## config.mk

```make
export PLATFORM = sky130hd
export DESIGN_NAME = pixel_replication_upscaler_core
export DESIGN_NICKNAME = d
export VERILOG_FILES = /design/src/design/upsc_pkg.sv /design/src/design/upsc_regs.sv /design/src/design/upsc_ctrl.sv /design/src/design/upsc_dp.sv /design/src/design/pixel_replication_upscaler_core.sv
export SDC_FILE = /design/constraint.sdc
export NUM_CORES = 1
export LEC_CHECK = 0
export ABC_AREA = 1
export BUFFER_PORTS_ARGS = -buffer_cell sky130_fd_sc_hd__clkbuf_2
export CAP_MARGIN = 10
export CORE_ASPECT_RATIO = 1.4
export CORE_MARGIN = 4
export CORE_UTILIZATION = 60
export DETAILED_ROUTE_END_ITERATION = 7
export PLACE_DENSITY = 0.78
export SYNTH_ARGS = -nofsm -noshare
export SYNTH_HDL_FRONTEND = slang
export SYNTH_HIERARCHICAL = 1
export SYNTH_SLANG_ARGS = --single-unit
```

## constraint.sdc

```tcl
create_clock -name clk_i -period 11.2 [get_ports clk_i]
set_clock_uncertainty 0.15 [all_clocks]
set_input_delay 1.68 -clock clk_i [delete_from_list [all_inputs] [get_ports clk_i]]
set_output_delay 1.68 -clock clk_i [all_outputs]
set_load 0.01 [all_outputs]
```

## src/design/upsc_pkg.sv

```systemverilog
// Shared types and constants for the pixel replication upscaler.
package upsc_pkg;

  localparam int PixW   = 64;
  localparam int AddrW  = 30;
  localparam int ScaleW = 4;
  localparam int SizeW  = 13;
  localparam int PaddrW = 4;
  localparam int PdataW = 32;

  typedef enum logic [1:0] {
    REG_SCALE  = 2'd0,
    REG_WIDTH  = 2'd1,
    REG_HEIGHT = 2'd2
  } reg_idx_e;

  typedef enum logic [1:0] {
    ST_IDLE,
    ST_BASE,
    ST_EMIT
  } state_e;

  typedef struct packed {
    logic [ScaleW-1:0] scale;
    logic [SizeW-1:0]  width;
    logic [SizeW-1:0]  height;
  } cfg_t;

  typedef struct packed {
    logic load;
    logic base;
    logic step;
  } cmd_t;

  typedef struct packed {
    logic block_done;
  } status_t;

endpackage

```

## src/design/upsc_regs.sv

```systemverilog
// APB configuration registers with clamping of written values.
module upsc_regs import upsc_pkg::*; #(
  parameter int MAX_WIDTH  = 4096,
  parameter int MAX_HEIGHT = 4096,
  parameter int MAX_SCALE  = 8
) (
  input  logic              clk_i,
  input  logic              rst_ni,
  input  logic              psel,
  input  logic              penable,
  input  logic              pwrite,
  input  logic [PaddrW-1:0] paddr,
  input  logic [PdataW-1:0] pwdata,
  output logic [PdataW-1:0] prdata,
  output logic              pready,
  output cfg_t              cfg_o
);

  logic [ScaleW-1:0] scale_q, scale_d;
  logic [SizeW-1:0]  width_q, width_d;
  logic [SizeW-1:0]  height_q, height_d;
  logic              wr_en;
  logic [1:0]        idx;
  logic [ScaleW-1:0] wr_scale;
  logic [SizeW-1:0]  wr_size;

  assign pready   = 1'b1;
  assign wr_en    = psel && penable && pwrite;
  assign idx      = paddr[3:2];
  assign wr_scale = pwdata[ScaleW-1:0];
  assign wr_size  = pwdata[SizeW-1:0];

  always_comb begin
    scale_d  = scale_q;
    width_d  = width_q;
    height_d = height_q;
    if (wr_en) begin
      case (idx)
        REG_SCALE: begin
          if (wr_scale != '0) begin
            scale_d = (int'(wr_scale) > MAX_SCALE) ? ScaleW'(MAX_SCALE) : wr_scale;
          end
        end
        REG_WIDTH: begin
          if (wr_size == '0) width_d = SizeW'(1);
          else if (int'(wr_size) > MAX_WIDTH) width_d = SizeW'(MAX_WIDTH);
          else width_d = wr_size;
        end
        REG_HEIGHT: begin
          if (wr_size == '0) height_d = SizeW'(1);
          else if (int'(wr_size) > MAX_HEIGHT) height_d = SizeW'(MAX_HEIGHT);
          else height_d = wr_size;
        end
        default: ;
      endcase
    end
  end

  always_ff @(posedge clk_i or negedge rst_ni) begin
    if (!rst_ni) begin
      scale_q  <= ScaleW'(1);
      width_q  <= SizeW'(1);
      height_q <= SizeW'(1);
    end else begin
      scale_q  <= scale_d;
      width_q  <= width_d;
      height_q <= height_d;
    end
  end

  always_comb begin
    case (idx)
      REG_SCALE:  prdata = PdataW'(scale_q);
      REG_WIDTH:  prdata = PdataW'(width_q);
      REG_HEIGHT: prdata = PdataW'(height_q);
      default:    prdata = '0;
    endcase
  end

  assign cfg_o = '{scale: scale_q, width: width_q, height: height_q};

endmodule

```

## src/design/upsc_ctrl.sv

```systemverilog
// Controller state machine sequencing load, base address and word emission.
module upsc_ctrl import upsc_pkg::*; (
  input  logic    clk_i,
  input  logic    rst_ni,
  input  logic    in_valid_i,
  output logic    in_ready_o,
  output logic    out_valid_o,
  input  logic    out_ready_i,
  input  status_t status_i,
  output cmd_t    cmd_o
);

  state_e state_q, state_d;

  always_comb begin
    state_d = state_q;
    case (state_q)
      ST_IDLE: if (in_valid_i) state_d = ST_BASE;
      ST_BASE: state_d = ST_EMIT;
      ST_EMIT: if (out_ready_i && status_i.block_done) state_d = ST_IDLE;
      default: state_d = ST_IDLE;
    endcase
  end

  always_comb begin
    in_ready_o  = 1'b0;
    out_valid_o = 1'b0;
    cmd_o       = '0;
    case (state_q)
      ST_IDLE: begin
        in_ready_o = 1'b1;
        cmd_o.load = in_valid_i;
      end
      ST_BASE: cmd_o.base = 1'b1;
      ST_EMIT: begin
        out_valid_o = 1'b1;
        cmd_o.step  = out_ready_i && !status_i.block_done;
      end
      default: ;
    endcase
  end

  always_ff @(posedge clk_i or negedge rst_ni) begin
    if (!rst_ni) begin
      state_q <= ST_IDLE;
    end else begin
      state_q <= state_d;
    end
  end

  a_done_to_idle: assert property (@(posedge clk_i) disable iff (!rst_ni)
    (out_valid_o && out_ready_i && status_i.block_done) |=> (in_ready_o && !out_valid_o))
    else $error("controller did not return to idle after last word of block");

endmodule

```

## src/design/upsc_dp.sv

```systemverilog
// Datapath: source counters, block address generation and output word.
module upsc_dp import upsc_pkg::*; #(
  parameter int MAX_WIDTH  = 4096,
  parameter int MAX_HEIGHT = 4096,
  parameter int MAX_SCALE  = 8
) (
  input  logic             clk_i,
  input  logic             rst_ni,
  input  cfg_t             cfg_i,
  input  cmd_t             cmd_i,
  input  logic [PixW-1:0]  pixel_i,
  output status_t          status_o,
  output logic [AddrW-1:0] write_address_o,
  output logic [PixW-1:0]  out_pixel_o,
  output logic             block_last_o,
  output logic             frame_last_o
);

  localparam int ColW = (MAX_WIDTH >= 8192) ? SizeW :
                        ((MAX_WIDTH > 1) ? $clog2(MAX_WIDTH) : 1);
  localparam int RowW = (MAX_HEIGHT >= 8192) ? SizeW :
                        ((MAX_HEIGHT > 1) ? $clog2(MAX_HEIGHT) : 1);
  localparam int DW   = (MAX_SCALE > 1) ? $clog2(MAX_SCALE) : 1;
  localparam int XsW  = ColW + ScaleW;
  localparam int YsW  = RowW + ScaleW;
  localparam int OwW  = SizeW + ScaleW;

  logic [ColW-1:0]   col_q, col_d;
  logic [RowW-1:0]   row_q, row_d;
  logic [DW-1:0]     dx_q, dx_d;
  logic [DW-1:0]     dy_q, dy_d;
  logic [XsW-1:0]    xs_q;
  logic [YsW-1:0]    ys_q;
  logic [OwW-1:0]    ow_q;
  logic [AddrW-1:0]  line_q, line_d;
  logic [AddrW-1:0]  addr_q, addr_d;
  logic [PixW-1:0]   pix_q;
  logic              frame_q;
  logic              last_col, last_row;
  logic              dx_end, dy_end;
  logic [ScaleW-1:0] scale_m1;

  assign scale_m1 = cfg_i.scale - ScaleW'(1);
  assign last_col = (SizeW'(col_q) + SizeW'(1)) >= cfg_i.width;
  assign last_row = (SizeW'(row_q) + SizeW'(1)) >= cfg_i.height;
  assign dx_end   = ScaleW'(dx_q) == scale_m1;
  assign dy_end   = ScaleW'(dy_q) == scale_m1;

  always_comb begin
    col_d = col_q;
    row_d = row_q;
    if (cmd_i.load) begin
      if (last_col) begin
        col_d = '0;
        row_d = last_row ? '0 : row_q + RowW'(1);
      end else begin
        col_d = col_q + ColW'(1);
      end
    end
  end

  always_comb begin
    dx_d   = dx_q;
    dy_d   = dy_q;
    line_d = line_q;
    addr_d = addr_q;
    if (cmd_i.base) begin
      dx_d   = '0;
      dy_d   = '0;
      line_d = 30'(30'(ys_q) * 30'(ow_q)) + 30'(xs_q);
      addr_d = line_d;
    end else if (cmd_i.step) begin
      if (dx_end) begin
        dx_d   = '0;
        dy_d   = dy_q + DW'(1);
        line_d = line_q + AddrW'(ow_q);
        addr_d = line_d;
      end else begin
        dx_d   = dx_q + DW'(1);
        addr_d = addr_q + AddrW'(1);
      end
    end
  end

  always_ff @(posedge clk_i or negedge rst_ni) begin
    if (!rst_ni) begin
      col_q <= '0;
      row_q <= '0;
      dx_q  <= '0;
      dy_q  <= '0;
    end else begin
      col_q <= col_d;
      row_q <= row_d;
      dx_q  <= dx_d;
      dy_q  <= dy_d;
    end
  end

  always_ff @(posedge clk_i) begin
    if (cmd_i.load) begin
      pix_q   <= pixel_i;
      frame_q <= last_col && last_row;
      xs_q    <= XsW'(col_q) * XsW'(cfg_i.scale);
      ys_q    <= YsW'(row_q) * YsW'(cfg_i.scale);
      ow_q    <= OwW'(cfg_i.width) * OwW'(cfg_i.scale);
    end
    line_q <= line_d;
    addr_q <= addr_d;
  end

  assign status_o.block_done = dx_end && dy_end;
  assign write_address_o     = addr_q;
  assign out_pixel_o         = pix_q;
  assign block_last_o        = dx_end && dy_end;
  assign frame_last_o        = frame_q;

  a_dx_range: assert property (@(posedge clk_i) disable iff (!rst_ni)
    cmd_i.step |-> (ScaleW'(dx_q) <= scale_m1 && ScaleW'(dy_q) <= scale_m1))
    else $error("block offset beyond scale");

  a_addr_inc: assert property (@(posedge clk_i) disable iff (!rst_ni)
    (cmd_i.step && !dx_end) |=> addr_q == $past(addr_q) + AddrW'(1))
    else $error("address did not advance by one within a line");

  a_line_inc: assert property (@(posedge clk_i) disable iff (!rst_ni)
    (cmd_i.step && dx_end) |=> (addr_q == line_q && dx_q == '0))
    else $error("address did not move to next output line");

endmodule

```

## src/design/pixel_replication_upscaler_core.sv

```systemverilog
// Top level of the pixel replication upscaler.
//
//  channel | handshake                  | payload
//  --------+----------------------------+------------------------------------------
//  in      | in_valid_i / in_ready_o    | pixel_i
//  out     | out_valid_o / out_ready_i  | write_address_o, out_pixel_o,
//          |                            | block_last_o, frame_last_o
//  cfg     | psel, penable, pwrite      | paddr, pwdata, prdata, pready
//
// Each pixel is handled in order: the load forms the block origin
// products, the base state does the origin address multiply-add, then
// the address walker gives one word per cycle while out_ready_i is high.
// Reset: scale, width and height read 1; column and row counters clear.
// A stalled out_ready_i holds the current word; no new pixel is taken
// until the last word of the block is accepted.
module pixel_replication_upscaler_core import upsc_pkg::*; #(
  parameter int MAX_WIDTH  = 4096,
  parameter int MAX_HEIGHT = 4096,
  parameter int MAX_SCALE  = 8
) (
  input  logic              clk_i,
  input  logic              rst_ni,
  input  logic              psel,
  input  logic              penable,
  input  logic              pwrite,
  input  logic [PaddrW-1:0] paddr,
  input  logic [PdataW-1:0] pwdata,
  output logic [PdataW-1:0] prdata,
  output logic              pready,
  input  logic              in_valid_i,
  output logic              in_ready_o,
  input  logic [PixW-1:0]   pixel_i,
  output logic              out_valid_o,
  input  logic              out_ready_i,
  output logic [AddrW-1:0]  write_address_o,
  output logic [PixW-1:0]   out_pixel_o,
  output logic              block_last_o,
  output logic              frame_last_o
);

  cfg_t    cfg;
  cmd_t    cmd;
  status_t status;

  upsc_regs #(
    .MAX_WIDTH (MAX_WIDTH),
    .MAX_HEIGHT(MAX_HEIGHT),
    .MAX_SCALE (MAX_SCALE)
  ) u_regs (
    .clk_i  (clk_i),
    .rst_ni (rst_ni),
    .psel   (psel),
    .penable(penable),
    .pwrite (pwrite),
    .paddr  (paddr),
    .pwdata (pwdata),
    .prdata (prdata),
    .pready (pready),
    .cfg_o  (cfg)
  );

  upsc_ctrl u_ctrl (
    .clk_i      (clk_i),
    .rst_ni     (rst_ni),
    .in_valid_i (in_valid_i),
    .in_ready_o (in_ready_o),
    .out_valid_o(out_valid_o),
    .out_ready_i(out_ready_i),
    .status_i   (status),
    .cmd_o      (cmd)
  );

  upsc_dp #(
    .MAX_WIDTH (MAX_WIDTH),
    .MAX_HEIGHT(MAX_HEIGHT),
    .MAX_SCALE (MAX_SCALE)
  ) u_dp (
    .clk_i          (clk_i),
    .rst_ni         (rst_ni),
    .cfg_i          (cfg),
    .cmd_i          (cmd),
    .pixel_i        (pixel_i),
    .status_o       (status),
    .write_address_o(write_address_o),
    .out_pixel_o    (out_pixel_o),
    .block_last_o   (block_last_o),
    .frame_last_o   (frame_last_o)
  );

endmodule

```

Yosys cells after proc, flatten, opt, wreduce, memory -nomap -nowiden --
Index checks and enable logic that the tools add are counted.
Word-level totals: bits of input ports 107, bits in writable memories 0, latch bits 0, bits in registers 236, memories 0, output and inout port bits 131, logic and storage cells 86, memory bits (read-only) 0
Operators by class: equal/unequal tests 8, div/mod/pow operators 0, magnitude comparators 4, bitwise logic cells 0, reductions and logical operators 19, add/subtract/negate cells 10, multiplexer cells 26, multipliers 4, shifts and indexed selects 0
Operators by type and width (number):
- 30-bit 2-to-1 mux | 6
- 13-bit one-hot mux with 3 select lines | 1
- 12-bit by 4-bit multiplier with 16-bit output | 2
- 30-bit by 1-bit adder with 30-bit output (second input constant) | 1
- 30-bit by 16-bit adder with 30-bit output | 1
- 30-bit by 17-bit adder with 30-bit output | 1
- 16-bit by 17-bit multiplier with 30-bit output | 1
- 12-bit by 1-bit adder with 13-bit output (second input constant) | 2
- 13-bit greater-or-equal comparator | 2
- 13-bit 2-to-1 mux | 2
- 12-bit by 1-bit adder with 12-bit output (second input constant) | 2
- 12-bit 2-to-1 mux | 2
- 3-bit 2-to-1 mux | 6
- 13-bit by 4-bit multiplier with 17-bit output | 1
- 13-bit > comparator (second input constant) | 1
- 13-bit zero test | 1
- 2-bit AND reduction | 5
- 3-bit by 4-bit equality test with 1-bit output | 2
- 3-bit by 1-bit adder with 3-bit output (second input constant) | 2
- 1-bit logical AND | 6
- 2-bit one-hot mux with 3 select lines | 1
- 1-bit 2-to-1 mux | 5
- 2-bit by 1-bit equality test with 1-bit output (second input constant) | 2
- 2-bit equality test (second input constant) | 2
- other kinds (11) | 14

Longest topological paths before layout --
Gate-level depths: netlist (run 1).
depth after elaboration 8, mapped depth 28, gate-level depth less buffers 26

Hierarchy --
Netlist (run 1), hierarchy kept.
Modules (own cells, without submodules):
- upsc_dp | times used 1, area an instance 24946.4 um^2, sequential area each 5975.7 um^2, cells an instance 3203
- upsc_regs | times used 1, area an instance 1599.0 um^2, sequential area each 754.5 um^2, cells an instance 189
- upsc_ctrl | times used 1, area an instance 113.9 um^2, sequential area each 50.0 um^2, cells an instance 16

Worst setup path before layout (run 1) --
No wires, ideal clock.
path kind input to register, from input port in_valid_i, to register u_dp.row_q[0], library setup time 0.116 ns, arrival 10.863 ns, path slack 0.070 ns, stages 6, buffers on the path 2, required time 10.934 ns, cells stage by stage nor3b_1 > clkbuf_1 > nand2_1 > buf_2 > nand2_1 > nand2_1
On the way: cells in the longest elaborated chain, start to end 2
Ends and longest elaborated chain:
- from (decl) | line pixel_replication_upscaler_core.sv:30 | input logic in_valid_i,
- 1-bit 2-to-1 mux | line upsc_ctrl.sv:29 | case (state_q)
- 2-bit AND reduction (no source line)
- to (signal assigned) | line upsc_dp.sv:93 | row_q <= row_d;
- to (decl) | line upsc_dp.sv:29 | logic [RowW-1:0] row_q, row_d;
Every way passes these cells. A chain may end at the register's enable or synchronous reset.

Worst setup path after layout (run 1) --
from register u_dp.ow_q[11], to register u_dp.line_q[15], data pin
On the way: cells in the longest elaborated chain, start to end 4, elaborated cells on any way between the ends 6, those cells by class add/sub: 2; mul: 1; mux: 3
Ends and longest elaborated chain:
- from (decl) | line upsc_dp.sv:34 | logic [OwW-1:0] ow_q;
- from (signal assigned) | line upsc_dp.sv:105 | ow_q <= OwW'(cfg_i.width) * OwW'(cfg_i.scale);
- parallel branches: the longest is 3 deep, another holds 16-bit by 17-bit multiplier with 30-bit output
- 30-bit 2-to-1 mux (*) | line upsc_dp.sv:67 | if (cmd_i.base) begin
- via u_dp.line_d[15] | line upsc_dp.sv:35 | logic [AddrW-1:0] line_q, line_d;
- to (signal assigned) | line upsc_dp.sv:107 | line_q <= line_d;
- to (decl) | line upsc_dp.sv:35
Mark *: on every way through the listed nets, which the timed path passes. The select of a mux whose other input is x is not followed.

==> impl_metrics.yaml, run 1 <==
floorplanning:
  io_pins: 238
  placeableCoreArea_mm2: 0.0439
  row_count: 91
  die_y_um: 257
  initial_core_util: 0.607
  fp.dieArea_mm2: 0.0479
  die_w_um: 186
worst_setup_path:
  path_common_cell: "fa_1"
  critical_path_required_ns: 11.30
  r2r-start: "u_dp/ow_q[11]$_DFFE_PP_"
  r2r_cells: 17
  arrival_ns: 6.89
  cp_max_fo: 17
  critPathMaxStageDelay_ns: 1.00
  cp-end-kind: "flip-flop"
  crit_chain: "nand2_1, fa_1, fa_1, fa_1, inv_1, fa_1, fa_1, inv_1, fa_1, inv_1, ha_1, a21oi_1, nor2_1, nor2_1, nand3_1, o21ai_0, o21ai_0"
  crit_type: "reg2reg"
  crit_start: "u_dp/ow_q[11]$_DFFE_PP_"
  cpMaxStageDelayCell: "edfxtp_1"
  crit_path_start_kind: "flip-flop"
placement:
  dp_hpwl_um: 55400
  numPortBuffers: 196
  gp_congestion: 1.01
sta:
  period_minus_slack_ns: 6.79
  max_slew_margin: 0.261
  setup_violations: 0
  tightest_slew_ns: 1.11
  maxSlewViolCount: 0
  tns_ns: 0
  clock.fmax_ghz: 0.147
  fin_crit_sh: 0.607
  finalHoldViolCount: 0
  rsz0062_at_grt: "no"
yosys:
  asyncSetResetFlopFracSynth: 0.263
  syn_area_mm2: 0.0267
  synth_top_family_by_area: "adder cells"
  ys_warn_count: 6
  synth_edf_count: 174
  netlist_instances: 3408
  yosys.area_share.adder: 0.308
  muxShareOfSynthArea: 0
  synth_cell_type_count: 53
  ys.flop_type: "edfxtp_1"
  synth_compound_area_frac: 0.0585
  synthSimpleGateAreaFrac: 0.221
  synth_xor_area_frac: 0.0276
  yosysSeqAreaShare: 0.254
  synth-seq-cells: 236
  synth_area_per_cell_um2: 7.82
grt:
  grt_pass1_vias: 22900
  grt_pass1_wl_um: 113000
  met3_usage: 0.0356
  antenna_found_initial: 0
  gr-usage-met2: 0.524
  grt_max_degree: 68
  top_usage_layer: "met2"
  grt-ovfl-total: 0
  use_met1: 0.338
  globalRouteTotalUtil: 0.296
cells_and_area:
  fin_nets: 4141
  drive_above_1_share: 0.0841
  layout_common_cells: "nand2_1, inv_1, fa_1, ha_1, clkbuf_2"
  area_growth_pct: 8.14
  mostFrequentLayoutCell: "nand2_1"
  antenna_cells: 0
run_status:
  status: "finished clean"
min_path:
  hp-class: "reg2reg"
  hold_start: "u_ctrl/state_q[0]$_DFFE_PN0P_"
  hold_path_depth: 1
clocking:
  hold_buffers: 0
  htreeDepth: 1
  cts-root-buf: "clkbuf_16"
  cts_buffers: 25
  ctsResizeCount: 0
  numClockSinks: 236
  postCtsSetupRepairBufs: 0
  cts.path.max_buffers: 3
  clk_pin_slew_ns: 0.06
  cts_tree: "built"
  worstSkewPairLatency_ns: 0.56
detailed_routing:
  via_per_inst: 5.42
  drcViolationCount: 0
  drt_pass1_iterations: 5
  wl_per_cell_um: 16.9
  antenna_left: 0
  drt_wl_total_um: 69900
  vias: 22300
  drt_iter0_drc: 1484
job:
  drv_cap: 0
through the flow:
step / cells / worst slack, ns / hold slack, ns / instance area [um^2] / util
after floorplan: 3426 / 0.0705 / 0.306 / 26700 / -
after global placement: 4079 / 4.61 / 0.338 / 28000 / 0.638
after detailed placement: 4079 / 4.53 / 0.357 / 28000 / 0.638
after CTS: 4124 / 4.54 / 0.367 / 28800 / 0.656
after global routing: 4124 / 4.17 / 0.393 / 28800 / 0.656
final: 4124 / 4.41 / 0.363 / 28800 / 0.656
synth_stat cells, types with 4 or more instances:
master / count / area, um^2
nand3_1: 173 / 866
ha_1: 201 / 2510
o21a_1: 6 / 45.0
inv_2: 10 / 37.5
nand2_2: 4 / 25.0
nor2_1: 144 / 541
o211ai_1: 5 / 37.5
buf_1: 9 / 33.8
edfxtp_1: 174 / 5230
or2_2: 7 / 43.8
o21bai_1: 11 / 82.6
dfrtp_1: 59 / 1480
nand3b_1: 14 / 105
a21oi_1: 105 / 526
o21ai_0: 95 / 475
nand4_1: 41 / 257
fa_1: 285 / 5710
nor2_2: 5 / 31.3
buf_2: 7 / 35.0
nor3_1: 29 / 145
nand2_1: 987 / 3700
xor2_1: 58 / 508
clkbuf_1: 91 / 342
a21o_1: 9 / 67.6
nor3b_1: 5 / 37.5
buf_4: 21 / 158
a31oi_1: 9 / 56.3
xnor2_1: 26 / 228
o21ai_1: 16 / 80.1
nor4_1: 4 / 25.0
inv_1: 757 / 2840
a22o_1: 8 / 70.1
metal layers:
metal | part of all wire | vias up | routed length, um
met2 | 0.51 | 796 | 35700
met5 | 0 | - | 0
met3 | 0.057 | 252 | 4010
met1 | 0.36 | 10600 | 25000
met4 | 0.074 | 0 | 5160
li1 | - | 10700 | -
worst max-delay path: cells and delay by family, from the launching register on:
family / cells / cell delay [ns]
buffers and inverters: 3 / 0.16
flip-flops: 1 / 1.00
AND/OR/NAND/NOR: 4 / 0.57
AO/OA/AOI/OAI: 3 / 1.17
adder cells (fa/ha/maj): 7 / 3.42
kinds of logic (layout without fill, tap and decap cells):
family,after synthesis,count (layout)
buffers and inverters,897,1037
flip-flops,236,236
AND/OR/NAND/NOR,1424,1424
other,2,20
AO/OA/AOI/OAI,279,279
adder cells (fa/ha/maj),486,486
XOR/XNOR,84,84
cell type report:
cell class	count	area, um^2
flip-flops and latches	236	6780
repair buffers	225	1200
inverters	767	2880
clock buffers	34	669
clock inverters	11	121
well taps	558	698
fillers	3785	15100
multi-input cells	2293	16500
state kept, by name (all words and copies together) (netlist names):
| name | count |
|---|---|
| u_dp/row_q | 12 |
| u_dp/line_q | 30 |
| u_dp/ys_q | 16 |
| u_regs/width_q | 13 |
| u_dp/col_q | 12 |
| u_dp/ow_q | 17 |
| u_regs/scale_q | 4 |
| u_ctrl/state_q | 2 |
| u_dp/dx_q | 3 |
| u_dp/frame_last_o | 1 |
| u_dp/out_pixel_o | 64 |
| u_dp/dy_q | 3 |
| u_dp/write_address_o | 30 |
| u_dp/xs_q | 16 |
| u_regs/height_q | 13 |
path summary, 6_finish.rpt:
check / endpoint / slack, ns
setup / recovery: u_dp/line_q[15]$_DFFE_PP_ / 4.41
hold / removal: u_ctrl/state_q[0]$_DFFE_PN0P_ / 0.36
setup reg to reg: u_dp/line_q[15]$_DFFE_PP_ / 4.41
hold reg to reg: u_ctrl/state_q[0]$_DFFE_PN0P_ / 0.36
max in group asynchronous: u_dp/col_q[0]$_DFFE_PN0P_ / 9.17
min in group asynchronous: u_regs/height_q[12]$_DFFE_PN0P_ / 1.15
Power of run 1 is left out: the tool's default activity adds up to more than one toggle a clock period on the data nets, which glitch-free logic cannot reach.
==> run 2, diff against run 1 <==
--- a/config.mk
+++ b/config.mk
@@ -10,9 +10,9 @@
 export CAP_MARGIN = 10
 export CORE_ASPECT_RATIO = 1.4
 export CORE_MARGIN = 4
-export CORE_UTILIZATION = 60
+export CORE_UTILIZATION = 56
 export DETAILED_ROUTE_END_ITERATION = 7
-export PLACE_DENSITY = 0.78
+export PLACE_DENSITY = 0.77
 export SYNTH_ARGS = -nofsm -noshare
 export SYNTH_HDL_FRONTEND = slang
 export SYNTH_HIERARCHICAL = 1
==> constraint.sdc (replaced) <==
create_clock -name clk_i -period 5.55 [get_ports clk_i]
set_clock_uncertainty 0.15 [all_clocks]
set_input_delay 0.8325 -clock clk_i [delete_from_list [all_inputs] [get_ports clk_i]]
set_output_delay 0.8325 -clock clk_i [all_outputs]
set_load 0.01 [all_outputs]
==> run 2 against run 1 <==
Effect of this change:
- critical path type unchanged
- sequential share of layout area is 2.4 points lower
- wire length rose by 15%
- largest cell class unchanged
- count of clock-buffer cells in the layout fell by 2
- the flow now finishes with violations (setup timing)
- critical path depth is 8 higher
==> impl_metrics.yaml, run 2 (synthesis results as in run 1) <==
worst_setup_path:
  cp-end-kind: "flip-flop"
  cpMaxStageDelayCell: "edfxtp_1"
  crit_path_start_kind: "flip-flop"
  critical_path_required_ns: 5.69
  cp_max_fo: 6
  critPathMaxStageDelay_ns: 0.61
  path_common_cell: "fa_1"
  arrival_ns: 6.21
  crit_type: "reg2reg"
sta:
  period_minus_slack_ns: 6.07
  maxSlewViolCount: 0
  setup_violations: 38
  max_slew_margin: 0.226
  tightest_slew_ns: 1.16
  fin_crit_sh: 1.09
  clock.fmax_ghz: 0.165
  rsz0062_at_grt: "yes"
  finalHoldViolCount: 0
  finalWorstSetupSlack_ns: -0.523
clocking:
  worstSkewPairLatency_ns: 0.58
  numClockSinks: 236
  cts.path.max_buffers: 3
  htreeDepth: 1
  hold_buffers: 0
  cts-root-buf: "clkbuf_16"
  cts_tree: "built"
  cts_buffers: 26
  clk_pin_slew_ns: 0.06
grt:
  antenna_found_initial: 0
  grt-ovfl-total: 0
  grt_max_degree: 133
  grt_pass1_vias: 24200
  top_usage_layer: "met2"
  use_met1: 0.323
  grt_pass1_wl_um: 119000
  gr-usage-met2: 0.520
  globalRouteTotalUtil: 0.292
  met3_usage: 0.0338
floorplanning:
  fp.dieArea_mm2: 0.0512
  die_w_um: 192
  initial_core_util: 0.567
  row_count: 94
  die_y_um: 266
  io_pins: 238
  placeableCoreArea_mm2: 0.0470
placement:
  dp_hpwl_um: 58500
  gp_congestion: 0.965
  numPortBuffers: 196
  dpl_cell_area_mm2: 0.0294
cells_and_area:
  fin_util: 0.682
  final_area_mm2: 0.0321
  drive_above_1_share: 0.204
  area_growth_pct: 20.3
  fin_nets: 4336
  largest_reg_flops: 64
  layout_common_cells: "nand2_1, inv_1, fa_1, clkbuf_2, ha_1"
  nFillCells: 3662
  final-seq-area_mm2: 0.00678
  antenna_cells: 0
  mostFrequentLayoutCell: "nand2_1"
  multi_input_area_mm2: 0.0178
detailed_routing:
  wl_per_cell_um: 18.3
  drt_iter0_drc: 1983
  drcViolationCount: 0
  vias: 24100
  antenna_left: 0
  via_per_inst: 5.50
  drt_wl_total_um: 80400
  drt_pass1_iterations: 7
min_path:
  hp-class: "in2async"
run_status:
  status: "complete, but fails checks"
  violations: "setup timing"
job:
  drv_cap: 0
run 2: cell types whose count changed in the layout (fill, tap and decap cells not counted), sizes merged:
cell	change
buf	+194
bufinv	-1
clkbuf	-2
clkinv	+4
clkinvlp	-2
inv	+3
run 2: layer usage:
metal,vias to the layer above,wire length (um)
met1,11400,26900
met5,-,0
li1,11100,-
met2,1179,40800
met4,0,7160
met3,463,5480
run 2: through the flow:
stage	setup WS, ns	std cells	hold slack [ns]	TNS (ns)
final	-0.523	4386	0.280	-11.01
after global routing	-0.558	4386	0.290	-13.77
after CTS	-0.190	4368	0.290	-4.25
after detailed placement	-0.432	4289	0.352	-13.36
after global placement	-0.381	4289	0.340	-11.46
after floorplan	-0.00854	3426	0.306	-0.0145
run 2: worst max-delay path, delay by kind of cell, from the launching register on:
family          cells  cell delay (ns)
compound gates      3             0.32
simple gates        6             0.71
buf+inv             9             0.80
flops               1             0.61
fa+ha+maj           7             3.17
run 2: cell type report:
type	count	share of cell area
well taps	624	0.0243
repair buffers	419	0.0934
clock buffers	32	0.0220
clock inverters	15	0.00456
multi-input cells	2293	0.554
inverters	767	0.0899
flip-flops and latches	236	0.211
run 2: worst paths after layout:
path	startpoint	cells past startpoint	slack (ns)	endpoint
max in group asynchronous	rst_ni	2	4.38	u_dp/col_q[5]$_DFFE_PN0P_
min in group clk_i	pixel_i[10]	1	0.31	u_dp/out_pixel_o[10]$_DFFE_PP_
worst min register to register	u_regs/height_q[0]$_DFFE_PN1P_	2	0.37	u_regs/height_q[0]$_DFFE_PN1P_
worst max-delay path	u_dp/ow_q[2]$_DFFE_PP_	25	-0.52	u_dp/line_q[15]$_DFFE_PP_
worst max register to register	u_dp/ow_q[2]$_DFFE_PP_	25	-0.52	u_dp/line_q[15]$_DFFE_PP_
worst min-delay path	rst_ni	2	0.28	u_regs/height_q[12]$_DFFE_PN0P_
run 2: timing repair:
item                                    in CTS  in global routing
buffers inserted                            32                 21
endpoints found under the setup margin      42                 43
gates resized for setup                    147                240
hold endpoints to repair                     0                  0
cloned                                       2                  1
pin swaps                                   64                172
Power of run 2 is left out for the same reason.
